$ cat src/sv/rbo_pkg.sv
// package: register codes, pair tables and stage flags for the ray box overlap block
package rbo_pkg;

  localparam int NUM_AXES   = 3;
  localparam int NUM_PAIRS  = 6;
  localparam int APB_DATA_W = 32;
  localparam int CFG_ADDR_W = 5;

  typedef enum logic [2:0] {
    REG_ORIGIN_X = 3'd0,
    REG_ORIGIN_Y = 3'd1,
    REG_ORIGIN_Z = 3'd2,
    REG_DIR_X    = 3'd3,
    REG_DIR_Y    = 3'd4,
    REG_DIR_Z    = 3'd5
  } reg_idx_t;

  // ordered axis pairs (a, b): entry on b against exit on a
  localparam logic [1:0] PAIR_A [NUM_PAIRS] = '{2'd0, 2'd0, 2'd1, 2'd1, 2'd2, 2'd2};
  localparam logic [1:0] PAIR_B [NUM_PAIRS] = '{2'd1, 2'd2, 2'd0, 2'd2, 2'd0, 2'd1};

  typedef struct packed {
    logic                  dir_zero;
    logic [NUM_AXES-1:0]   axis_ok;
    logic [NUM_PAIRS-1:0]  pair_en;
    logic [NUM_PAIRS-1:0]  pair_same;
  } rbo_flags_t;

endpackage

$ cat src/sv/rbo_cfg_regs.sv
// apb register file holding the ray origin and direction
module rbo_cfg_regs #(
  parameter int COORD_WIDTH = 16
) (
  input  logic                                  clk,
  input  logic                                  rst_n,
  input  logic                                  psel,
  input  logic                                  penable,
  input  logic                                  pwrite,
  input  logic [rbo_pkg::CFG_ADDR_W-1:0]        paddr,
  input  logic [rbo_pkg::APB_DATA_W-1:0]        pwdata,
  output logic [rbo_pkg::APB_DATA_W-1:0]        prdata,
  output logic [rbo_pkg::NUM_AXES-1:0][COORD_WIDTH-1:0] origin,
  output logic [rbo_pkg::NUM_AXES-1:0][COORD_WIDTH-1:0] dir
);
  import rbo_pkg::*;

  logic [NUM_AXES-1:0][COORD_WIDTH-1:0] origin_r, origin_nxt;
  logic [NUM_AXES-1:0][COORD_WIDTH-1:0] dir_r, dir_nxt;
  logic [COORD_WIDTH-1:0]               wval;
  logic [COORD_WIDTH-1:0]               rval;
  reg_idx_t                             idx;
  logic                                 wr_en;

  assign idx   = reg_idx_t'(paddr[CFG_ADDR_W-1:2]);
  assign wr_en = psel && penable && pwrite;
  assign wval  = pwdata[COORD_WIDTH-1:0];

  always_comb begin
    origin_nxt = origin_r;
    dir_nxt    = dir_r;
    if (wr_en) begin
      case (idx)
        REG_ORIGIN_X: origin_nxt[0] = wval;
        REG_ORIGIN_Y: origin_nxt[1] = wval;
        REG_ORIGIN_Z: origin_nxt[2] = wval;
        REG_DIR_X:    dir_nxt[0]    = wval;
        REG_DIR_Y:    dir_nxt[1]    = wval;
        REG_DIR_Z:    dir_nxt[2]    = wval;
        default: ;
      endcase
    end
  end

  always_ff @(posedge clk) begin
    if (!rst_n) begin
      origin_r <= '0;
      dir_r    <= '0;
    end else begin
      origin_r <= origin_nxt;
      dir_r    <= dir_nxt;
    end
  end

  always_comb begin
    case (idx)
      REG_ORIGIN_X: rval = origin_r[0];
      REG_ORIGIN_Y: rval = origin_r[1];
      REG_ORIGIN_Z: rval = origin_r[2];
      REG_DIR_X:    rval = dir_r[0];
      REG_DIR_Y:    rval = dir_r[1];
      REG_DIR_Z:    rval = dir_r[2];
      default:      rval = '0;
    endcase
    prdata                  = '0;
    prdata[COORD_WIDTH-1:0] = rval;
  end

  assign origin = origin_r;
  assign dir    = dir_r;

endmodule

$ cat config.mk
export PLATFORM = sky130hd
export DESIGN_NAME = rbo_cfg_regs
export DESIGN_NICKNAME = d
export VERILOG_FILES = /design/src/sv/rbo_pkg.sv /design/src/sv/rbo_cfg_regs.sv
export SDC_FILE = /design/constraint.sdc
export NUM_CORES = 1
export LEC_CHECK = 0
export BUFFER_PORTS_ARGS = -buffer_cell sky130_fd_sc_hd__buf_2
export CAP_MARGIN = 5
export CORE_MARGIN = 2
export CORE_UTILIZATION = 55
export CTS_BUF_LIST = sky130_fd_sc_hd__clkbuf_8
export DETAILED_ROUTE_END_ITERATION = 10
export HOLD_SLACK_MARGIN = 0.02
export PLACE_DENSITY = 0.94
export SYNTH_ARGS = -nofsm -noshare
export SYNTH_HDL_FRONTEND = slang
export SYNTH_SLANG_ARGS = --single-unit
export TNS_END_PERCENT = 5
$ cat constraint.sdc
create_clock -name clk -period 1.94 [get_ports clk]
set_input_delay 0.097 -clock clk [delete_from_list [all_inputs] [get_ports clk]]
set_output_delay 0.097 -clock clk [all_outputs]
set_load 0.02 [all_outputs]
==> results.py <==
metrics = {
    "sta": {
        "fmax_ghz": 0.608,
        "slew_viol_final": 0,
        "clock_skew_ns": 0,
        "slew_headroom_pct": 59.4,
        "tightestPinTransition_ns": 0.608,
        "fin_crit_sh_pct": 84.8,
        "rsz0062_at_grt": "no",
        "setup_viol": 0,
        "period_minus_slack_ns": 1.65,
        "setup-tns-final_ns": 0,
        "hold_viol": 0,
    },
    "cts": {
        "cts_root_buffer": "clkbuf_8",
        "cts_buffers": 9,
        "cts.sinks": 96,
        "hold_buffers": 0,
        "cts.clk_slew.worst_paths_ns": 0.09,
        "insertion_delay_ns": 0.35,
        "postCtsSetupBuffers": 0,
        "cts_buffer_depth": 2,
        "tritoncts": "yes",
        "htreeDepth": 3,
        "cts_resized": 0,
    },
    "die": {
        "die-area_mm2": 0.00901,
        "die_h_um": 94.9,
        "start_util_pct": 56.2,
        "die_w_um": 94.9,
        "io_pins": 170,
        "core_mm2": 0.00809,
        "rows": 33,
    },
    "final_layout": {
        "area_growth_pct": 19.5,
        "layout-drive-gt1-share_pct": 33.6,
        "final_nets": 620,
        "diodes": 0,
        "final_area_mm2": 0.00543,
        "final_cell_mix": "buf_2, nand2_1, mux2i_1",
        "final_common_cell": "buf_2",
    },
    "routing": {
        "wl_per_cell_um": 17.1,
        "antenna_left": 0,
        "finalWirelength_um": 11800,
        "vias_per_cell": 5.51,
        "drc": 0,
        "firstDrtPassIters": 4,
        "drt_iter0_drc": 218,
        "vias": 3794,
    },
    "worst_setup_path": {
        "cp_cell_sequence": "buf_2 -> buf_4 -> mux2_2 -> a32oi_1 -> o21ai_0 -> buf_2",
        "critPathCaptureType": "primary output",
        "crit_fanout": 13,
        "cp_data_required_time_ns": 1.84,
        "crit_slowest_cell": "mux2_2",
        "crit_path_max_incr_delay_ns": 0.34,
        "start_kind": "input pin",
        "critical_path_class": "input pin to primary output",
        "crit_top_cell": "buf_2",
        "cp.arrival_ns": 1.55,
    },
    "power": {
        "power_mw": 3.66,
        "ir_drop_mv": 0.343,
        "p_per_area_mw_per_mm2": 674,
        "p_leak_nw": 2.39,
    },
    "logic_synthesis": {
        "synth_area_per_cell_um2": 10.1,
        "yosysWarnings": 0,
        "seq_area_frac_synth_pct": 42.3,
        "ys_ff_latch": 96,
        "synthTopCellsByArea": "dfxtp_1, mux2i_1, nand2_1",
        "yosysUniqueCellTypes": 29,
        "synth_top_area_share_pct": 42.3,
        "syn_inst": 450,
        "netlist_area_mm2": 0.00455,
        "yosysTopAreaCell": "dfxtp_1",
    },
    "global_routing": {
        "grt_first_pass_wirelength_um": 18100,
        "grt_max_degree": 58,
        "track_usage_pct": 26.0,
        "overflow": 0,
        "grt_antenna_before_repair": 0,
        "grt_pass1_vias": 3515,
    },
    "place": {
        "gp_congestion": 0.796,
        "placed_cell_area_mm2": 0.00523,
        "dp.final_hpwl_um": 8300,
        "portBuffers": 135,
    },
    "min_path": {
        "min_path_type": "input pin to flip-flop",
    },
    "outcome": {
        "status": "finished clean",
    },
    "job": {
        "max_cap_viol_count": 0,
    },
}
==> synth_stat cells <==
cell type  number
nand4_4         1
nand2_1       112
buf_4          17
buf_6           6
clkbuf_1       16
a22oi_1        11
a221oi_1        2
dfxtp_1        96
o22a_2          1
o21ai_0        14
a21oi_1         2
nand2b_1        2
nand4b_4        1
buf_2           4
buf_1           1
buf_12          3
mux2_2         22
or2_1           1
o22a_1          4
inv_1           1
a32oi_1         9
conb_1          1
and2b_1         1
and2_1          1
nor2_4          3
nor2_8          3
nor2_1          1
nor2b_1         3
mux2i_1       111
==> final cells by class <==
type	count	area [um2]
Sequential cell	96	1920
Clock inverter	6	67.6
Multi-Input combinational cell	321	2340
Timing Repair Buffer	149	833
Inverter	1	3.75
Fill cell	657	2660
Tap cell	105	131
Clock buffer	10	138
==> routing by layer <==
| metal | part of all wire [%] | track usage, % | vias to the layer above |
|---|---|---|---|
| met2 | 51 | 45.6 | 135 |
| met3 | 4.9 | 3.43 | 13 |
| li1 | - | - | 1781 |
| met1 | 43 | 33.0 | 1865 |
| met5 | 0 | 0 | - |
| met4 | 1.3 | 8.70 | 0 |
==> report_power, final <==
part	internal [mW]	switching [mW]
sequential	1.98	0.0115
clock	0.636	0.704
combinational	0.0995	0.226
total	2.72	0.942
==> flip-flops by register name, indices dropped and copies added (netlist names) <==
signal	cells
dir	48
origin	48
==> per-stage QoR <==
stage / hold WS, ns / util (%) / cells / worst slack [ns]
floorplan: 0.345 / - / 465 / 0.535
global placement: 0.449 / 64.6 / 672 / 0.368
detailed placement: 0.462 / 64.6 / 672 / 0.330
CTS: 0.114 / 67.1 / 688 / 0.272
global route: 0.128 / 67.1 / 688 / 0.219
finish: 0.116 / 67.1 / 688 / 0.294
==> critical path, delay by kind of cell <==
family / cells / cell delay, ns
AOI/OAI and AO/OA: 2 / 0.31
muxes: 1 / 0.34
buffers and inverters: 3 / 0.78
==> worst paths after layout <==
kind               from    endpoint  slack, ns  cells after the start
min           pwdata[8]   origin[8]       0.12                      3
max reg2reg  origin[11]  origin[11]       1.24                      2
max            paddr[2]  prdata[15]       0.29                      6
min reg2reg  origin[38]  origin[38]       0.47                      2
==> cells by family (layout without fill, tap and decap cells) <==
logic type             count (synthesis)  in the layout  synth area share, %
flip-flops                            96             96                 42.3
multiplexers                         133            133                 29.9
other                                  1             16               0.0825
AO/OA/AOI/OAI                         43             43                 6.69
AND/OR/NAND/NOR                      129            129                 13.5
buffers and inverters                 48            166                 7.54
Power figures use the tool's default switching activity.
