<file path="src/sv/rbo_pkg.sv">
// package: register codes, pair tables and stage flags for the ray box overlap block
package rbo_pkg;

  localparam int NUM_AXES   = 3;
  localparam int NUM_PAIRS  = 6;
  localparam int APB_DATA_W = 32;
  localparam int CFG_ADDR_W = 5;

  typedef enum logic [2:0] {
    REG_ORIGIN_X = 3'd0,
    REG_ORIGIN_Y = 3'd1,
    REG_ORIGIN_Z = 3'd2,
    REG_DIR_X    = 3'd3,
    REG_DIR_Y    = 3'd4,
    REG_DIR_Z    = 3'd5
  } reg_idx_t;

  // ordered axis pairs (a, b): entry on b against exit on a
  localparam logic [1:0] PAIR_A [NUM_PAIRS] = '{2'd0, 2'd0, 2'd1, 2'd1, 2'd2, 2'd2};
  localparam logic [1:0] PAIR_B [NUM_PAIRS] = '{2'd1, 2'd2, 2'd0, 2'd2, 2'd0, 2'd1};

  typedef struct packed {
    logic                  dir_zero;
    logic [NUM_AXES-1:0]   axis_ok;
    logic [NUM_PAIRS-1:0]  pair_en;
    logic [NUM_PAIRS-1:0]  pair_same;
  } rbo_flags_t;

endpackage

</file>
<file path="src/sv/rbo_if.sv">


interface rbo_hit_if;
  logic valid;
  logic ready;
  logic hit;

  modport source (output valid, hit, input ready);
  modport sink (input valid, hit, output ready);
endinterface

</file>
<file path="src/sv/rbo_cmp_stage.sv">
// slope comparisons and hit result register
module rbo_cmp_stage #(
  parameter int COORD_WIDTH = 16
) (
  input  logic                                           clk,
  input  logic                                           rst_n,
  input  logic                                           in_valid,
  output logic                                           in_ready,
  input  logic [rbo_pkg::NUM_PAIRS-1:0][2*COORD_WIDTH:0] prod_lhs,
  input  logic [rbo_pkg::NUM_PAIRS-1:0][2*COORD_WIDTH:0] prod_rhs,
  input  rbo_pkg::rbo_flags_t                            flags,
  rbo_hit_if.source                                      out_ch
);
  import rbo_pkg::*;

  logic                 hit_v_r;
  logic                 hit_r, hit_nxt;
  logic [NUM_PAIRS-1:0] fail;
  logic                 rdy;

  for (genvar p = 0; p < NUM_PAIRS; p++) begin : g_cmp
    logic signed [2*COORD_WIDTH:0] l_s, r_s;
    assign l_s = signed'(prod_lhs[p]);
    assign r_s = signed'(prod_rhs[p]);
    assign fail[p] = flags.pair_en[p] && (flags.pair_same[p] ? (l_s > r_s) : (l_s < r_s));
  end

  assign hit_nxt  = !flags.dir_zero && (&flags.axis_ok) && !(|fail);
  assign rdy      = !hit_v_r || out_ch.ready;
  assign in_ready = rdy;

  always_ff @(posedge clk) begin
    if (!rst_n) begin
      hit_v_r <= 1'b0;
    end else if (rdy) begin
      hit_v_r <= in_valid;
    end
  end

  always_ff @(posedge clk) begin
    if (rdy && in_valid) begin
      hit_r <= hit_nxt;
    end
  end

  assign out_ch.valid = hit_v_r;
  assign out_ch.hit   = hit_r;

endmodule

</file>
<file path="src/flat_wrapper.sv">
// flat-port wrapper written by rule: the top's interface ports become plain ports
module rbo_cmp_stage_flat import rbo_pkg::*;
#(
  parameter int COORD_WIDTH = 16
)
  (clk, rst_n, in_valid, in_ready, prod_lhs, prod_rhs, flags, out_ch_valid, out_ch_hit, out_ch_ready);
  rbo_hit_if out_ch_i ();
  input  logic clk;
  input  logic rst_n;
  input  logic in_valid;
  output logic in_ready;
  input  logic [rbo_pkg::NUM_PAIRS-1:0][2*COORD_WIDTH:0] prod_lhs;
  input  logic [rbo_pkg::NUM_PAIRS-1:0][2*COORD_WIDTH:0] prod_rhs;
  input  rbo_pkg::rbo_flags_t flags;
  output wire logic [$bits(out_ch_i.valid)-1:0] out_ch_valid;
  output wire logic [$bits(out_ch_i.hit)-1:0] out_ch_hit;
  input wire logic [$bits(out_ch_i.ready)-1:0] out_ch_ready;
  assign out_ch_valid = out_ch_i.valid;
  assign out_ch_hit = out_ch_i.hit;
  assign out_ch_i.ready = out_ch_ready;
  rbo_cmp_stage #(.COORD_WIDTH(COORD_WIDTH)) u_core (.clk(clk), .rst_n(rst_n), .in_valid(in_valid), .in_ready(in_ready), .prod_lhs(prod_lhs), .prod_rhs(prod_rhs), .flags(flags), .out_ch(out_ch_i));
endmodule
</file>
<file path="config.mk">
export PLATFORM = sky130hd
export DESIGN_NAME = rbo_cmp_stage_flat
export DESIGN_NICKNAME = d
export VERILOG_FILES = /design/src/sv/rbo_pkg.sv /design/src/sv/rbo_if.sv /design/src/sv/rbo_cmp_stage.sv /design/src/flat_wrapper.sv
export SDC_FILE = /design/constraint.sdc
export NUM_CORES = 1
export LEC_CHECK = 0
export BUFFER_PORTS_ARGS = -buffer_cell sky130_fd_sc_hd__buf_4
export CORE_AREA = 3 3 163 165
export CTS_CLUSTER_DIAMETER = 150
export DETAILED_ROUTE_END_ITERATION = 8
export DIE_AREA = 0 0 166 168
export PLACE_DENSITY = 0.57
export SYNTH_ARGS = -nofsm -noshare
export SYNTH_HDL_FRONTEND = slang
export SYNTH_SLANG_ARGS = --single-unit
</file>
<file path="constraint.sdc">
create_clock -name clk -period 5.6 [get_ports clk]
set_clock_uncertainty 0.05 [all_clocks]
set_input_delay 0 -clock clk [delete_from_list [all_inputs] [get_ports clk]]
set_output_delay 0 -clock clk [all_outputs]
set_load 0.05 [all_outputs]
</file>
==> flow_summary.ini <==
[timing]
rsz0062_at_grt = no
fin_crit_ps = 2680
tightest_slew_ps = 647
relSlewSlack = 0.565
drv_slew = 0
fin_setup_tns_ps = 0
max_freq_ghz = 0.373
setup_violations = 0
hold_viol = 0
post-route-period-util = 0.478

[placement]
post_dp_cell_area_um2 = 8820
gp_congestion = 0.915
dpl.hpwl_um = 21500
port_buffers = 418
dpl.cell_count = 1484

[clock_network]
cts_setup_buffers = 0
cts_made_buffers = 3
clkLatencyLatePin_ps = 220
tritoncts = done
cts_max_level = 1
clock_tree.root_cell = clkbuf_16
clk_pin_slew_ps = 30
ctsLongestPathBuffers = 2
clock_sinks = 2

[worst_setup_path]
r2r_cells = 3
worst-path-max-fanout = 5
cpMostUsedCell = nand4_1
critical-path-slowest-cell = nor4_2
cp-start-kind = input port
r2r-start = u_core.out_ch.valid$_SDFFE_PN0N_
path_cells = buf_4, ha_1, nand4_1, nor4_2, nand4_1, o31ai_1, mux2i_1, and3_4, a2111oi_4, and4bb_1
worstSetupEndpointType = register
rr_endpoint = u_core.out_ch.valid$_SDFFE_PN0N_
slowest_delay_ps = 480
r2r_slack_ps = 4290
worstPathArrival_ps = 2720
cp.required_ps = 5640
crit_type = in2reg

[power]
p_per_area_nw_per_um2 = 79.9
leakage_uw = 0.00541
peakVddDrop_uv = 55.6
power_uw = 713

[route]
postRouteAntennaNets = 0
wl_per_cell_um = 15.0
drcViolationCount = 0
drtPass1Iterations = 4
vias = 6476
drt_iter0_markers = 204
avgViaCountPerCell = 4.34
finalWirelength_um = 22400

[worst_hold_path]
worstHoldEndpoint = u_core.out_ch.hit$_DFFE_PP_
worstHoldStart = flags[10]
hold_path.class = in2reg
whs_path_depth = 3

[floorplan]
start_util = 0.209
num_rows = 58
ios = 419
coreArea_um2 = 25200
die_x_um = 166
dieArea_um2 = 27900
die_h_um = 168

[cells_and_area]
final_cells = 1491
finalNetCount = 1775
drive_gt1_frac = 0.369
stdcell_area_um2 = 8920
nFillCells = 2694
area_delta_synth_final_pct = 69.3

[grt]
grt_usage = 0.150
grt_pass1_vias = 6604
grt_first_pass_wirelength_um = 33800
antenna_found_initial = 1
grt_max_degree = 7
grt-ovfl-total = 0

[synth]
yosys.area.top_type = ha_1
syn_area_per_cell_um2 = 7.16
ys_types = 50
synthCells = 736
synth_edf_count = 1
syn_area_um2 = 5270
synth_nets = 1350
ys.flop_type = edfxtp_1
synth_area_leaders = ha_1 (47%), inv_1 (15%), a21oi_1 (6.3%)
yosysSeqAreaShare = 0.00949
ys_seq_elements = 2
ys_warn_count = 0
yosys-top-cells-count = inv_1 (204), ha_1 (198), a21oi_1 (66)
synth_top_area_frac = 0.470
async_flop_share = 0
yosysMostFrequentCell = inv_1

[run]
drv_cap = 0

[run_status]
status = finished clean
==> where the power goes <==
group	internal [uW]	switching (uW)	total, uW
Clock	93.8	18.0	112
Combinational	340	244	584
Sequential	16.4	0.517	16.9
==> layer usage <==
| metal | share of wire | wire length (um) | global-route usage |
|---|---|---|---|
| met3 | 0.076 | 1700 | 0.0345 |
| met5 | 0 | 0 | 0 |
| met4 | 0.021 | 473 | 0.0311 |
| met1 | 0.40 | 9000 | 0.177 |
| met2 | 0.50 | 11200 | 0.277 |
==> registers in the layout (all words and copies together) (netlist names) <==
name	count
u_core.out_ch.valid	1
u_core.out_ch.hit	1
==> worst max-delay path, delay by kind of cell <==
family,cells,cell delay [ps]
simple gates,5,1320
buf+inv,1,120
fa+ha+maj,1,430
mux,1,150
compound gates,2,690
==> cell type report <==
cell class / instances / area (um2) / area share
multi-input cells: 530 / 4460 / 0.499
repair buffers: 420 / 3160 / 0.354
inverters: 204 / 766 / 0.0858
well taps: 330 / 413 / 0.0463
clock buffers: 4 / 78.8 / 0.00883
flip-flops and latches: 2 / 50.0 / 0.00561
diodes: 1 / 2.50 / 0.000280
==> worst max path at each step <==
stage,startpoint,cells past startpoint,end,slack (ps)
after detailed placement,prod_lhs[98],10,u_core.out_ch.hit$_DFFE_PP_,2570
after floorplan,prod_rhs[134],11,u_core.out_ch.hit$_DFFE_PP_,3370
final,prod_lhs[98],10,u_core.out_ch.hit$_DFFE_PP_,2920
after global routing,prod_lhs[98],10,u_core.out_ch.hit$_DFFE_PP_,2690
after global placement,prod_lhs[98],10,u_core.out_ch.hit$_DFFE_PP_,2610
after CTS,prod_lhs[98],10,u_core.out_ch.hit$_DFFE_PP_,2790
==> timing repair <==
action | in CTS | in global routing
setup endpoints to repair | 0 | 0
hold buffers | 2 | 0
resized for setup | 0 | 0
endpoints found under the hold margin | 1 | 0
==> per-stage QoR <==
step	hold slack (ps)	util	setup WS (ps)
after global routing	231	0.354	2690
after floorplan	88.8	-	3370
after global placement	204	0.350	2610
final	222	0.354	2920
after detailed placement	219	0.350	2570
after CTS	229	0.354	2790
==> cell families (layout without fill, tap and decap cells) <==
| kind of cell | after synthesis | after routing | synth area share |
|---|---|---|---|
| adders and majority gates | 198 | 198 | 0.470 |
| and+or+nand+nor | 169 | 169 | 0.170 |
| DFF | 2 | 2 | 0.00949 |
| AOI/OAI and AO/OA | 153 | 153 | 0.187 |
| other | 0 | 1 | 0 |
| buffers and inverters | 204 | 628 | 0.145 |
| xor gates and xnor gates | 3 | 3 | 0.00499 |
| muxes | 7 | 7 | 0.0133 |
==> cells in the final DEF (no fill, tap or decap), drive strengths merged, types with 3 or more instances in the layout <==
master,synthesis,layout
and4,6,6
nor2b,7,7
nand2b,3,3
mux2i,7,7
nor4,7,7
a21oi,67,67
buf,0,418
ha,198,198
nor3,7,7
clkbuf,0,4
o21ai,23,23
a2111oi,3,3
inv,204,204
nand2,45,45
nand4,35,35
a21o,25,25
nand3,23,23
nor2,25,25
nand4b,3,3
a221oi,5,5
a211oi,12,12
No activity file was read; power rests on OpenSTA's default activity.
